--- src/sv/pse_pkg.sv ---
// ----------------------------------------------------------------------------
// pse_pkg
// Shared types, constants and the helper function of the particle slice extractor.
// ----------------------------------------------------------------------------
package pse_pkg;

	localparam int SliceW     = 64;
	localparam int TimeW      = 37;
	localparam int DeltaW     = 38;
	localparam int WidthW     = 16;
	localparam int HeightW    = 7;
	localparam int AreaW      = 22;
	localparam int EdgeW      = 16;
	localparam int SliceCntW  = 7;
	localparam int CfgIndexW  = 2;
	localparam int QueueDepth = 4;
	localparam int QueuePtrW  = $clog2(QueueDepth);

	// Configuration register indexes.
	localparam logic [CfgIndexW-1:0] CFG_SYNC_MASK        = 2'd0;
	localparam logic [CfgIndexW-1:0] CFG_SYNC_PATTERN     = 2'd1;
	localparam logic [CfgIndexW-1:0] CFG_OVERLOAD_PATTERN = 2'd2;

	localparam logic [SliceW-1:0] SyncMaskReset = 64'hFFFF_FF00_0000_0000;

	// Result kinds.
	localparam logic KIND_PARTICLE = 1'b0;
	localparam logic KIND_OVERLOAD = 1'b1;

	// Reciprocal of 3 scaled by 2^11; exact for dividends below 768.
	localparam logic [19:0] Div3Recip = 20'd683;

	typedef enum logic [1:0] {
		CLS_IMAGE,
		CLS_SYNC,
		CLS_OVLD,
		CLS_SKIP
	} pse_cls_t;

	typedef struct packed {
		pse_cls_t               cls;
		logic [TimeW-1:0]       time_us;
		logic [SliceCntW-1:0]   area;
		logic [HeightW-1:0]     height;
		logic                   top;
		logic                   bottom;
	} pse_item_t;

	// One long-division digit by 3: returns {quotient byte, remainder}.
	function automatic logic [9:0] div3_step(logic [1:0] rem, logic [7:0] digit);
		logic [9:0]  v;
		logic [19:0] p;
		logic [7:0]  q;
		logic [9:0]  r;
		v = {rem, digit};
		p = {10'd0, v} * Div3Recip;
		q = p[18:11];
		r = v - ({2'd0, q} * 10'd3);
		return {q, r[1:0]};
	endfunction

endpackage

--- src/sv/particle_slice_extractor_64_unit.sv ---
// A sync or overload slice becomes a result via the input and classifier registers,
// the queue and the output register. Throughput: one slice per cycle while the queue
// has room, set by the two-stage classifier and the particle update in the back end.
// The four-entry queue lets the classifier keep running while a result is stalled.
// Reset is asynchronous and active low; it restores the default sync mask and
// clears the patterns, the particle and the last sync time.
// ----------------------------------------------------------------------------
// particle_slice_extractor_64_unit
// Extracts particle statistics and overload reports from optical array probe
// slices: a front end classifies slices, a queue decouples it from the back end.
// ----------------------------------------------------------------------------
module particle_slice_extractor_64_unit #(
	parameter int DIODE_COUNT = 64
) (
	input  logic                               clk,
	input  logic                               arst_n,
	input  logic                               in_valid,
	output logic                               in_stall,
	input  logic [pse_pkg::SliceW-1:0]         slice_bits,
	input  logic                               cfg_write,
	input  logic [pse_pkg::CfgIndexW-1:0]      cfg_index,
	input  logic [pse_pkg::SliceW-1:0]         cfg_data,
	output logic                               out_valid,
	input  logic                               out_stall,
	output logic                               result_kind,
	output logic [pse_pkg::TimeW-1:0]          time_us,
	output logic signed [pse_pkg::DeltaW-1:0]  delta_us,
	output logic [pse_pkg::WidthW-1:0]         particle_width,
	output logic [pse_pkg::HeightW-1:0]        particle_height,
	output logic [pse_pkg::AreaW-1:0]          particle_area,
	output logic                               touched_top_edge,
	output logic                               touched_bottom_edge,
	output logic [pse_pkg::EdgeW-1:0]          top_edge_count,
	output logic [pse_pkg::EdgeW-1:0]          bottom_edge_count
);
	import pse_pkg::*;

	logic      q_full;
	logic      q_push;
	pse_item_t q_item;
	logic      head_valid;
	pse_item_t head_item;
	logic      pop;

	pse_front #(
		.DIODE_COUNT(DIODE_COUNT)
	) u_front (
		.clk       (clk),
		.arst_n    (arst_n),
		.in_valid  (in_valid),
		.in_stall  (in_stall),
		.slice_bits(slice_bits),
		.cfg_write (cfg_write),
		.cfg_index (cfg_index),
		.cfg_data  (cfg_data),
		.q_full    (q_full),
		.q_push    (q_push),
		.q_item    (q_item)
	);

	pse_queue u_queue (
		.clk       (clk),
		.arst_n    (arst_n),
		.push      (q_push),
		.wr_item   (q_item),
		.full      (q_full),
		.pop       (pop),
		.head_valid(head_valid),
		.head_item (head_item)
	);

	pse_back u_back (
		.clk                (clk),
		.arst_n             (arst_n),
		.head_valid         (head_valid),
		.head_item          (head_item),
		.pop                (pop),
		.out_valid          (out_valid),
		.out_stall          (out_stall),
		.result_kind        (result_kind),
		.time_us            (time_us),
		.delta_us           (delta_us),
		.particle_width     (particle_width),
		.particle_height    (particle_height),
		.particle_area      (particle_area),
		.touched_top_edge   (touched_top_edge),
		.touched_bottom_edge(touched_bottom_edge),
		.top_edge_count     (top_edge_count),
		.bottom_edge_count  (bottom_edge_count)
	);

	// Skip slices must never reach the queue.
	a_no_skip_queued: assert property (@(posedge clk) disable iff (!arst_n)
		head_valid |-> head_item.cls != CLS_SKIP)
		else $error("skip slice found in queue");

	// Popping a sync or overload item always loads a result.
	a_report_loaded: assert property (@(posedge clk) disable iff (!arst_n)
		(pop && head_item.cls != CLS_IMAGE) |=> out_valid)
		else $error("report item popped without a result");

	// Overload reports carry no particle statistics.
	a_overload_clean: assert property (@(posedge clk) disable iff (!arst_n)
		(out_valid && result_kind == KIND_OVERLOAD) |->
		(particle_width == '0 && particle_height == '0 && particle_area == '0))
		else $error("overload report with particle data");

	// Height can never exceed the number of diodes.
	a_height_range: assert property (@(posedge clk) disable iff (!arst_n)
		out_valid |-> particle_height <= HeightW'(DIODE_COUNT))
		else $error("particle height out of range");

endmodule

--- src/sv/pse_front.sv ---
// ----------------------------------------------------------------------------
// pse_front
// Accepts probe slices, classifies them against the sync and overload patterns,
// measures shadow statistics and converts the time word to microseconds.
// ----------------------------------------------------------------------------
module pse_front #(
	parameter int DIODE_COUNT = 64
) (
	input  logic                           clk,
	input  logic                           arst_n,
	input  logic                           in_valid,
	output logic                           in_stall,
	input  logic [pse_pkg::SliceW-1:0]     slice_bits,
	input  logic                           cfg_write,
	input  logic [pse_pkg::CfgIndexW-1:0]  cfg_index,
	input  logic [pse_pkg::SliceW-1:0]     cfg_data,
	input  logic                           q_full,
	output logic                           q_push,
	output pse_pkg::pse_item_t             q_item
);
	import pse_pkg::*;

	localparam logic [SliceW-1:0] DiodeMask =
		(DIODE_COUNT >= SliceW) ? {SliceW{1'b1}} : ((64'd1 << DIODE_COUNT) - 64'd1);
	localparam int TopBit = DIODE_COUNT - 1;

	logic [SliceW-1:0] sync_mask_q;
	logic [SliceW-1:0] sync_pattern_q;
	logic [SliceW-1:0] overload_pattern_q;

	logic              valid_s1;
	logic [SliceW-1:0] slice_s1;

	logic                 valid_s2;
	pse_cls_t             cls_s2;
	logic [SliceCntW-1:0] area_s2;
	logic [HeightW-1:0]   height_s2;
	logic                 top_s2;
	logic                 bottom_s2;
	logic [23:0]          qhi_s2;
	logic [1:0]           rem_s2;
	logic [15:0]          ylo_s2;

	logic ready_s1;
	logic ready_s2;

	pse_cls_t             cls_d;
	logic [SliceW-1:0]    masked;
	logic [SliceW-1:0]    shadow;
	logic [SliceCntW-1:0] area_d;
	logic [5:0]           msb_idx;
	logic [5:0]           lsb_idx;
	logic [HeightW-1:0]   height_d;
	logic [39:0]          ticks4;
	logic [9:0]           st4;
	logic [9:0]           st3;
	logic [9:0]           st2;
	logic [9:0]           st1;
	logic [9:0]           st0;
	logic [39:0]          quot;

	always_ff @(posedge clk or negedge arst_n) begin
		if (!arst_n) begin
			sync_mask_q        <= SyncMaskReset;
			sync_pattern_q     <= '0;
			overload_pattern_q <= '0;
		end else if (cfg_write) begin
			unique case (cfg_index)
				CFG_SYNC_MASK:        sync_mask_q        <= cfg_data;
				CFG_SYNC_PATTERN:     sync_pattern_q     <= cfg_data;
				CFG_OVERLOAD_PATTERN: overload_pattern_q <= cfg_data;
				default: ;
			endcase
		end
	end

	// Skip slices retire at the second stage without taking a queue entry.
	assign ready_s2 = !valid_s2 || (cls_s2 == CLS_SKIP) || !q_full;
	assign ready_s1 = !valid_s1 || ready_s2;
	assign in_stall = !ready_s1;
	assign q_push   = valid_s2 && (cls_s2 != CLS_SKIP) && !q_full;

	always_comb begin
		masked = slice_s1 & sync_mask_q;
		priority if (masked == sync_pattern_q) begin
			cls_d = CLS_SYNC;
		end else if (masked == overload_pattern_q) begin
			cls_d = CLS_OVLD;
		end else if (slice_s1 == {SliceW{1'b1}}) begin
			cls_d = CLS_SKIP;
		end else begin
			cls_d = CLS_IMAGE;
		end
	end

	always_comb begin
		shadow  = ~slice_s1 & DiodeMask;
		area_d  = '0;
		msb_idx = '0;
		lsb_idx = '0;
		for (int j = 0; j < SliceW; j++) begin
			area_d = area_d + SliceCntW'(shadow[j]);
		end
		for (int j = 0; j < DIODE_COUNT; j++) begin
			if (shadow[j]) msb_idx = 6'(j);
		end
		for (int j = DIODE_COUNT - 1; j >= 0; j--) begin
			if (shadow[j]) lsb_idx = 6'(j);
		end
		// The span runs from the highest to the lowest shadowed diode.
		if (shadow == '0) begin
			height_d = '0;
		end else begin
			height_d = {1'b0, msb_idx} - {1'b0, lsb_idx} + 7'd1;
		end
	end

	// The time word over 12 is the word over 4, then divided by 3 a byte at a time.
	assign ticks4 = {2'd0, slice_s1[39:2]};
	assign st4 = div3_step(2'd0, ticks4[39:32]);
	assign st3 = div3_step(st4[1:0], ticks4[31:24]);
	assign st2 = div3_step(st3[1:0], ticks4[23:16]);
	assign st1 = div3_step(rem_s2, ylo_s2[15:8]);
	assign st0 = div3_step(st1[1:0], ylo_s2[7:0]);
	assign quot = {qhi_s2, st1[9:2], st0[9:2]};

	always_comb begin
		q_item         = '0;
		q_item.cls     = cls_s2;
		q_item.time_us = quot[TimeW-1:0];
		q_item.area    = area_s2;
		q_item.height  = height_s2;
		q_item.top     = top_s2;
		q_item.bottom  = bottom_s2;
	end

	always_ff @(posedge clk or negedge arst_n) begin
		if (!arst_n) begin
			valid_s1 <= 1'b0;
			valid_s2 <= 1'b0;
		end else begin
			if (ready_s1) valid_s1 <= in_valid;
			if (ready_s2) valid_s2 <= valid_s1;
		end
	end

	always_ff @(posedge clk) begin
		if (in_valid && ready_s1) slice_s1 <= slice_bits;
		if (valid_s1 && ready_s2) begin
			cls_s2    <= cls_d;
			area_s2   <= area_d;
			height_s2 <= height_d;
			top_s2    <= shadow[TopBit];
			bottom_s2 <= shadow[0];
			qhi_s2    <= {st4[9:2], st3[9:2], st2[9:2]};
			rem_s2    <= st2[1:0];
			ylo_s2    <= ticks4[15:0];
		end
	end

endmodule

--- src/sv/pse_queue.sv ---
// ----------------------------------------------------------------------------
// pse_queue
// Short first-in first-out queue of classified items between front and back.
// ----------------------------------------------------------------------------
module pse_queue (
	input  logic               clk,
	input  logic               arst_n,
	input  logic               push,
	input  pse_pkg::pse_item_t wr_item,
	output logic               full,
	input  logic               pop,
	output logic               head_valid,
	output pse_pkg::pse_item_t head_item
);
	import pse_pkg::*;

	pse_item_t              entry_q [QueueDepth];
	logic [QueuePtrW-1:0]   wr_ptr_q;
	logic [QueuePtrW-1:0]   rd_ptr_q;
	logic [QueuePtrW:0]     count_q;

	assign full       = (count_q == (QueuePtrW+1)'(QueueDepth));
	assign head_valid = (count_q != '0);
	assign head_item  = entry_q[rd_ptr_q];

	always_ff @(posedge clk or negedge arst_n) begin
		if (!arst_n) begin
			wr_ptr_q <= '0;
			rd_ptr_q <= '0;
			count_q  <= '0;
		end else begin
			if (push) wr_ptr_q <= wr_ptr_q + 1'b1;
			if (pop)  rd_ptr_q <= rd_ptr_q + 1'b1;
			unique case ({push, pop})
				2'b10:   count_q <= count_q + 1'b1;
				2'b01:   count_q <= count_q - 1'b1;
				default: count_q <= count_q;
			endcase
		end
	end

	always_ff @(posedge clk) begin
		if (push) entry_q[wr_ptr_q] <= wr_item;
	end

endmodule

--- src/sv/pse_back.sv ---
// ----------------------------------------------------------------------------
// pse_back
// Accumulates the particle from image items and reports particles and
// overloads through the output register.
// ----------------------------------------------------------------------------
module pse_back (
	input  logic                               clk,
	input  logic                               arst_n,
	input  logic                               head_valid,
	input  pse_pkg::pse_item_t                 head_item,
	output logic                               pop,
	output logic                               out_valid,
	input  logic                               out_stall,
	output logic                               result_kind,
	output logic [pse_pkg::TimeW-1:0]          time_us,
	output logic signed [pse_pkg::DeltaW-1:0]  delta_us,
	output logic [pse_pkg::WidthW-1:0]         particle_width,
	output logic [pse_pkg::HeightW-1:0]        particle_height,
	output logic [pse_pkg::AreaW-1:0]          particle_area,
	output logic                               touched_top_edge,
	output logic                               touched_bottom_edge,
	output logic [pse_pkg::EdgeW-1:0]          top_edge_count,
	output logic [pse_pkg::EdgeW-1:0]          bottom_edge_count
);
	import pse_pkg::*;

	logic [WidthW-1:0]  width_count_q;
	logic [HeightW-1:0] height_max_q;
	logic [AreaW-1:0]   area_sum_q;
	logic               top_flag_q;
	logic               bottom_flag_q;
	logic [EdgeW-1:0]   top_count_q;
	logic [EdgeW-1:0]   bottom_count_q;
	logic [TimeW-1:0]   last_sync_time_q;

	logic               out_valid_q;
	logic               kind_q;
	logic [TimeW-1:0]   time_q;
	logic [DeltaW-1:0]  delta_q;
	logic [WidthW-1:0]  width_q;
	logic [HeightW-1:0] height_q;
	logic [AreaW-1:0]   area_q;
	logic               top_q;
	logic               bottom_q;
	logic [EdgeW-1:0]   top_cnt_q;
	logic [EdgeW-1:0]   bottom_cnt_q;

	logic               is_image;
	logic               out_free;
	logic [AreaW:0]     area_add;
	logic [DeltaW-1:0]  delta_d;

	assign is_image = (head_item.cls == CLS_IMAGE);
	assign out_free = !out_valid_q || !out_stall;
	assign pop      = head_valid && (is_image || out_free);
	assign area_add = {1'b0, area_sum_q} + (AreaW+1)'(head_item.area);
	assign delta_d  = {1'b0, head_item.time_us} - {1'b0, last_sync_time_q};

	always_ff @(posedge clk or negedge arst_n) begin
		if (!arst_n) begin
			out_valid_q      <= 1'b0;
			width_count_q    <= '0;
			height_max_q     <= '0;
			area_sum_q       <= '0;
			top_flag_q       <= 1'b0;
			bottom_flag_q    <= 1'b0;
			top_count_q      <= '0;
			bottom_count_q   <= '0;
			last_sync_time_q <= '0;
		end else begin
			if (pop && !is_image) begin
				out_valid_q <= 1'b1;
			end else if (!out_stall) begin
				out_valid_q <= 1'b0;
			end
			if (pop) begin
				unique case (head_item.cls)
					CLS_IMAGE: begin
						if (width_count_q != '1) width_count_q <= width_count_q + 1'b1;
						if (head_item.height > height_max_q) height_max_q <= head_item.height;
						area_sum_q <= area_add[AreaW] ? '1 : area_add[AreaW-1:0];
						if (head_item.top) begin
							top_flag_q <= 1'b1;
							if (top_count_q != '1) top_count_q <= top_count_q + 1'b1;
						end
						if (head_item.bottom) begin
							bottom_flag_q <= 1'b1;
							if (bottom_count_q != '1) bottom_count_q <= bottom_count_q + 1'b1;
						end
					end
					CLS_SYNC: begin
						width_count_q    <= '0;
						height_max_q     <= '0;
						area_sum_q       <= '0;
						top_flag_q       <= 1'b0;
						bottom_flag_q    <= 1'b0;
						top_count_q      <= '0;
						bottom_count_q   <= '0;
						last_sync_time_q <= head_item.time_us;
					end
					CLS_OVLD: ;
					default: ;
				endcase
			end
		end
	end

	// An overload report carries no particle statistics.
	always_ff @(posedge clk) begin
		if (pop && !is_image) begin
			time_q  <= head_item.time_us;
			delta_q <= delta_d;
			if (head_item.cls == CLS_SYNC) begin
				kind_q       <= KIND_PARTICLE;
				width_q      <= width_count_q;
				height_q     <= height_max_q;
				area_q       <= area_sum_q;
				top_q        <= top_flag_q;
				bottom_q     <= bottom_flag_q;
				top_cnt_q    <= top_count_q;
				bottom_cnt_q <= bottom_count_q;
			end else begin
				kind_q       <= KIND_OVERLOAD;
				width_q      <= '0;
				height_q     <= '0;
				area_q       <= '0;
				top_q        <= 1'b0;
				bottom_q     <= 1'b0;
				top_cnt_q    <= '0;
				bottom_cnt_q <= '0;
			end
		end
	end

	assign out_valid           = out_valid_q;
	assign result_kind         = kind_q;
	assign time_us             = time_q;
	assign delta_us            = delta_q;
	assign particle_width      = width_q;
	assign particle_height     = height_q;
	assign particle_area       = area_q;
	assign touched_top_edge    = top_q;
	assign touched_bottom_edge = bottom_q;
	assign top_edge_count      = top_cnt_q;
	assign bottom_edge_count   = bottom_cnt_q;

endmodule

--- config.mk ---
export PLATFORM = sky130hd
export DESIGN_NAME = particle_slice_extractor_64_unit
export DESIGN_NICKNAME = d
export VERILOG_FILES = /design/src/sv/pse_pkg.sv /design/src/sv/particle_slice_extractor_64_unit.sv /design/src/sv/pse_front.sv /design/src/sv/pse_queue.sv /design/src/sv/pse_back.sv
export SDC_FILE = /design/constraint.sdc
export NUM_CORES = 2
export LEC_CHECK = 0
export ABC_AREA = 1
export ABC_CLOCK_PERIOD_IN_PS = 30800
export BUFFER_PORTS_ARGS = -buffer_cell sky130_fd_sc_hd__buf_2
export CORE_MARGIN = 2
export CORE_UTILIZATION = 45
export CTS_CLUSTER_DIAMETER = 200
export DETAILED_ROUTE_END_ITERATION = 8
export PLACE_DENSITY = 0.67
export SLEW_MARGIN = 20
export SYNTH_ARGS = -nofsm -noshare
export SYNTH_HDL_FRONTEND = slang
export SYNTH_SLANG_ARGS = --single-unit
export TNS_END_PERCENT = 5
--- constraint.sdc ---
create_clock -name clk -period 30.8 [get_ports clk]
set_input_delay 0 -clock clk [delete_from_list [all_inputs] [get_ports clk]]
set_output_delay 0 -clock clk [all_outputs]
set_load 0.05 [all_outputs]
## Yosys cells after proc, flatten, opt, wreduce, memory -nomap -nowiden

Memories as Yosys holds them, arrays and structs flattened.
Cells that the tools add are included.

- RAM bits: 220
- Memories: 1
- Output and inout port bits: 157
- Bits in registers: 594

- Reductions and logical operators: 35
- $lt $le $gt $ge: 1
- Equal/unequal tests: 21
- Add/sub/neg operators: 78
- Bitwise operators: 2
- Mux-type cells: 151
- $mul: 9

Memory list:

| name | depth | bits a word | rd ports | clocked after memory_dff | write ports | line | source |
|---|---|---|---|---|---|---|---|
| u_queue.entry_q | 4 | 55 | 1 | 0 | 1 | pse_queue.sv:17 | `pse_item_t entry_q [QueueDepth];` |

Operator list:

| operator | count |
|---|---|
| 6-bit 2-to-1 mux | 96 |
| 7-bit by 1-bit adder with 7-bit output | 62 |
| 64-bit == test | 2 |
| 16-bit one-hot mux with 2 select lines | 3 |
| 16-bit 2-to-1 mux | 5 |
| 5-bit 2-to-1 mux | 16 |
| 10-bit by 10-bit multiplier with 19-bit output, second input constant | 4 |
| 64-bit AND | 1 |
| 64-bit == test, second input constant | 1 |
| 64-bit zero test | 1 |
| 64-bit inverter | 1 |
| 16-bit by 1-bit adder with 16-bit output, second input constant | 3 |
| 16-bit inequality test, second input constant | 3 |
| 22-bit one-hot mux with 2 select lines | 1 |
| 37-bit by 37-bit subtractor with 38-bit output | 1 |
| 4-bit 2-to-1 mux | 8 |
| 8-bit by 2-bit multiplier with 2-bit output, second input constant | 3 |
| 22-bit by 7-bit adder with 23-bit output | 1 |
| 22-bit 2-to-1 mux | 1 |
| 6-bit by 10-bit multiplier with 16-bit output, second input constant | 1 |
| 2-bit inequality test, second input constant | 7 |
| 7-bit one-hot mux with 2 select lines | 1 |
| 3-bit 2-to-1 mux | 4 |
| 3-bit AND reduction | 4 |
| other kinds (26) | 67 |

## Logic depth before layout (Yosys ltp)

- Word-level depth: 67
- Gate-level depth with buffers: 73
- Depth with buffers taken out: 73

## Cells and area by module

Synthesis repeated with hierarchy kept, for this count alone.

- Cells, all modules: 4833
- Area total of the unflattened synthesis: 46399.5 sq um

Modules (own cells, without submodules):

| module | times used | area each (sq um) | cells each |
|---|---|---|---|
| pse_front | 1 | 22486.6 | 2326 |
| pse_back | 1 | 14523.9 | 1707 |
| pse_queue | 1 | 9389.0 | 800 |

## Worst setup path after synthesis

No wires, ideal clock.

- Kind: flip-flop to flip-flop
- From: register u_front.slice_s1[37]
- To: register u_front.qhi_s2[7], data pin
- Data required time: 30538 ps
- Slack: 19506 ps
- Library setup time: 262 ps
- Data arrival time: 11032 ps
- Period minus slack after synthesis: 11294 ps
- Cell stages (with the launch flop): 54
- Path through: edfxtp_1 > ha_1 > inv_1 > fa_1 > inv_1 > fa_1 > ha_1 > a21oi_1 > nand2_1 > nand3_1 > nand2_1 > nand3_1 > nand2_1 > xor2_1 > ha_1 > ha_1 > nor2_1 > xnor2_1 > (+18 left out) > fa_1 > ha_1 > ha_1 > a21oi_1 > nand2_1 > a21o_1 > a21oi_1 > inv_1 > a21oi_1 > nor2_1 > nor2_1 > nor2_1 > nor2_1 > inv_1 > a21oi_1 > inv_1 > a21oi_1 > xor2_1

- Cells in the longest elaborated chain, start to end: 7

RTL lines:

| item | line | source |
|---|---|---|
| from (decl) | pse_front.sv:32 | `logic [SliceW-1:0] slice_s1;` |
| from (signal assigned) | pse_front.sv:148 | `if (in_valid && ready_s1) slice_s1 <= slice_bits;` |
| 6-bit by 10-bit multiplier with 16-bit output | pse_pkg.sv:56 | `p = {10'd0, v} * Div3Recip;` |
| via u_front.st4[2] | pse_front.sv:55 | `logic [9:0] st4;` |
| 5-bit by 2-bit multiplier with 2-bit output | pse_pkg.sv:58 | `r = v - ({2'd0, q} * 10'd3);` |
| 2-bit subtractor | pse_pkg.sv:58 |  |
| 10-bit by 10-bit multiplier with 19-bit output | pse_pkg.sv:56 |  |
| via u_front.st3[2] | pse_front.sv:56 | `logic [9:0] st3;` |
| 8-bit by 2-bit multiplier with 2-bit output | pse_pkg.sv:58 |  |
| 2-bit subtractor | pse_pkg.sv:58 |  |
| 10-bit by 10-bit multiplier with 19-bit output | pse_pkg.sv:56 |  |
| via u_front.st2[9] | pse_front.sv:57 | `logic [9:0] st2;` |
| to (signal assigned) | pse_front.sv:155 | `qhi_s2 <= {st4[9:2], st3[9:2], st2[9:2]};` |
| to (decl) | pse_front.sv:40 | `logic [23:0] qhi_s2;` |

The timed path passes the listed nets, and every way through them passes these cells.
A chain may end at the register's enable or synchronous reset.

## Final worst setup path

Ends and elaborated chain as after synthesis.

==> results.md <==
- Run status: complete, no violations
- Reg-to-reg endpoint: u_front.qhi_s2[7]$_DFFE_PP_
- Initial Util: approximately 45%
- Synth top area share: roughly 34%
- Final core occ: between 50 and 60%
- All-layer global routing usage: between 20% and 30%
- EDFF count, synth: a little under 500
- Core area: between 0.09 and 0.1 mm2
- Final worst slack: approximately 18000 ps
- Least-Margin Pin Slew: about 1100 ps
- First-pass GRT wire length: approximately 160000 um
- HP Start: slice_bits[46]
- CTS max path bufs: 3
- Unrepaired setup endpoints after global routing: no
- Critical path data arrival time: approximately 13000 ps
- Max-slew violation count: 0
- Flops & latches, synth: 814
- Routability Congestion: roughly 0.86
- Top cells by area, synth: edfxtp_1 (34%), dfrtp_1 (17%), ha_1 (10%)
- Die area: just under 0.1 mm2
- Slew HR: 29.4%
- Max H-tree Level: 3
- CTS tree: yes
- Leading area contributor after synthesis: edfxtp_1
- DR pass1 iterations: 5
- Clock Skews: roughly 25 ps
- Synthesis-to-layout area growth: 17.2%
- Primary FF master, synth: edfxtp_1
- CTS root buffer: clkbuf_16
- Pre-CTS WS: about 18000 ps
- Net Count, Synth: between 4k and 5k
- Post-CTS setup buffers: 0
- Number of I/O pins: a little under 300
- Synth cell types: 60
- Critical path endpoint category: register
- WHS Path Cells: 2
- R2R Path Start: u_front.slice_s1[37]$_DFFE_PP_
- Die Span Y: 314 um
- Post-cts resize count: 0
- Largest net degree at the start of global routing: around 110
- R2R Setup Slk: 18400 ps
- Worst Hold Path EP: u_front.slice_s1[46]$_DFFE_PP_
- Initial antenna violation count: 2
- Fin nets: between 5k and 6k
- Detailed-route wire length per cell: roughly 17 um
- Critical Path RT: 31210 ps
- Fin Setup TNS: 0 ps
- Highest clock rate: ~81 MHz
- Sequential area share after synthesis: roughly 53%
- Syn Inst Count: 4038
- Routed wire length: between 100000 and 150000 um
- Ys async rst share: 39.1%
- DRC viols: 0
- Crit path max-delay cell type: fa_1
- CTS clk-pin slew, worst paths: around 60 ps
- R2R depth: 53
- CP startpoint kind: register
- Post-layout min period: about 12000 ps
- Clk_lat worst skew: around 670 ps
- Finish-stage setup viols: 0
- Initial DRC Count: approximately 2.2k
- DP Wirelength: 71800 um
- CP peak stage delay: 580 ps
- Clk sink count: 814
- Hold slack: between 40 and 50 ps
- Final ANT Viol Nets: 0
- Crit Path Max Fanout: 8
- Std cell rows: 113
- Syn avg cell area: between 10 and 15 um2
- Setup CP Type: register to register
- Vias/cell: 5.02
- CP dominant cell by count: ha_1
- Synth warn: 0
- Via count: between 20k and 30k
- Fraction of layout cells with a size suffix above 1: about an eighth
- Max-cap violations: 0
- Hold WC Path Type: primary input to register
- Final hold viol count: 0
- Post-synthesis cell area: 0.0432 mm2
- IO buf count: between 200 and 300
- Vias in the first global route: 28.9k
- Global route total overflow: 0
- Final cycle utilization of the critical path: about two fifths
- Inserted Clock Buffers: between 80 and 90
- Die width: between 300 and 400 um
[through the flow]
stage | cell area [um2] | cells
floorplan | 43200 | 4038
global placement | 46200 | 5514
detailed placement | 46200 | 5514
CTS | 50700 | 5828
global route | 50700 | 5828
finish | 50700 | 5829
[cell type report]
class	instances	area [um2]
Antenna cell	1	2.50
Clock buffer	109	2360
Clock inverter	56	657
Fill cell	8314	44500
Inverter	568	2140
Multi-Input combinational cell	2552	17900
Sequential cell	814	22900
Tap cell	1265	1580
Timing Repair Buffer	464	3160
[routing by layer]
layer | part of all wire [%] | global-route usage, % | vias to the layer above
met1 | 45 | 28.3 | 14000
met2 | 47 | 33.6 | 712
met3 | 4.9 | 2.82 | 157
met5 | 0 | 0 | -
met4 | 3.4 | 7.57 | 0
li1 | - | - | 14400
[logic make-up after synthesis]
logic type,Yosys count,share of synthesized area (%)
fa+ha+maj,505,17.2
xor+xnor,222,4.50
simple gates,1140,10.8
flops,814,52.9
compound gates,685,8.71
buf+inv,672,5.84
[critical path: cells and delay by family, from the launching register on]
family                     cells  cell delay, ps
AOI/OAI and AO/OA              8            1290
and+or+nand+nor               12            1040
xor gates and xnor gates       9            2110
DFF                            1             530
adders and majority gates     19            6870
buffers and inverters          5             310
[state kept, by name (all words and copies together) (netlist names), 3 cells and up]
signal                      count
u_queue.entry_q               220
u_front.overload_pattern_q     64
u_front.slice_s1               64
u_front.sync_mask_q            64
u_front.sync_pattern_q         64
u_back.delta_us                38
u_back.last_sync_time_q        37
u_back.time_us                 37
u_back.area_sum_q              22
u_back.particle_area           22
u_front.qhi_s2                 21
u_back.bottom_count_q          16
u_back.bottom_edge_count       16
u_back.particle_width          16
u_back.top_count_q             16
u_back.top_edge_count          16
u_back.width_count_q           16
u_front.ylo_s2                 16
u_back.height_max_q             7
u_back.particle_height          7
u_front.area_s2                 7
u_front.height_s2               7
u_queue.count_q                 3
[cell usage after synthesis (all sizes together) (2+ instances only)]
cell type / n
nand3: 54
a211oi: 6
a21o: 6
o21ai: 403
a311oi: 2
o21a: 5
o22ai: 69
buf: 7
nand4: 27
and2: 4
xnor2: 108
or2: 20
xor2: 114
nor3: 44
fa: 150
nor4: 19
a21oi: 140
clkbuf: 97
dfstp: 24
o32ai: 2
dfrtp: 294
o211ai: 6
o2111ai: 5
o31ai: 2
o21bai: 9
ha: 355
a32oi: 5
nand2: 638
nor3b: 5
edfxtp: 496
a21boi: 3
inv: 567
a31oi: 14
nor4b: 4
nor2: 322
[worst max-delay path by stage]
stage / from / to / cells past startpoint
floorplan: u_front.slice_s1[37]$_DFFE_PP_ / u_front.qhi_s2[7]$_DFFE_PP_ / 53
global placement: u_front.slice_s1[37]$_DFFE_PP_ / u_front.qhi_s2[7]$_DFFE_PP_ / 53
detailed placement: u_front.slice_s1[37]$_DFFE_PP_ / u_front.qhi_s2[7]$_DFFE_PP_ / 53
CTS: u_front.slice_s1[37]$_DFFE_PP_ / u_front.qhi_s2[7]$_DFFE_PP_ / 53
global route: u_front.slice_s1[37]$_DFFE_PP_ / u_front.qhi_s2[7]$_DFFE_PP_ / 53
finish: u_front.slice_s1[37]$_DFFE_PP_ / u_front.qhi_s2[7]$_DFFE_PP_ / 53
[what timing repair did]
item,CTS,global route
endpoints found under the hold margin,358,0
endpoints found under the setup margin,0,0
hold buffers,149,0
[layout by cell type, fill, tap and decap left out, types with 18 or more instances in the layout]
cell type / Yosys / layout
dlygate4sd3_1: 0 / 148
dfrtp_1: 294 / 293
buf_4: 0 / 24
or2_2: 20 / 20
nand4_1: 27 / 27
ha_1: 355 / 355
nor4_1: 19 / 18
o22ai_1: 69 / 69
inv_1: 564 / 562
edfxtp_1: 496 / 496
o21ai_0: 395 / 395
a21oi_1: 136 / 136
dfstp_2: 24 / 24
buf_2: 1 / 290
nand3_1: 50 / 49
clkbuf_16: 0 / 90
xor2_1: 114 / 114
nand2_1: 630 / 628
fa_1: 150 / 150
xnor2_1: 108 / 108
nor2_1: 320 / 314
nor3_1: 44 / 44
Power is left out: the tool's default activity adds up to more than one toggle a clock period on the data nets, which glitch-free logic cannot reach.
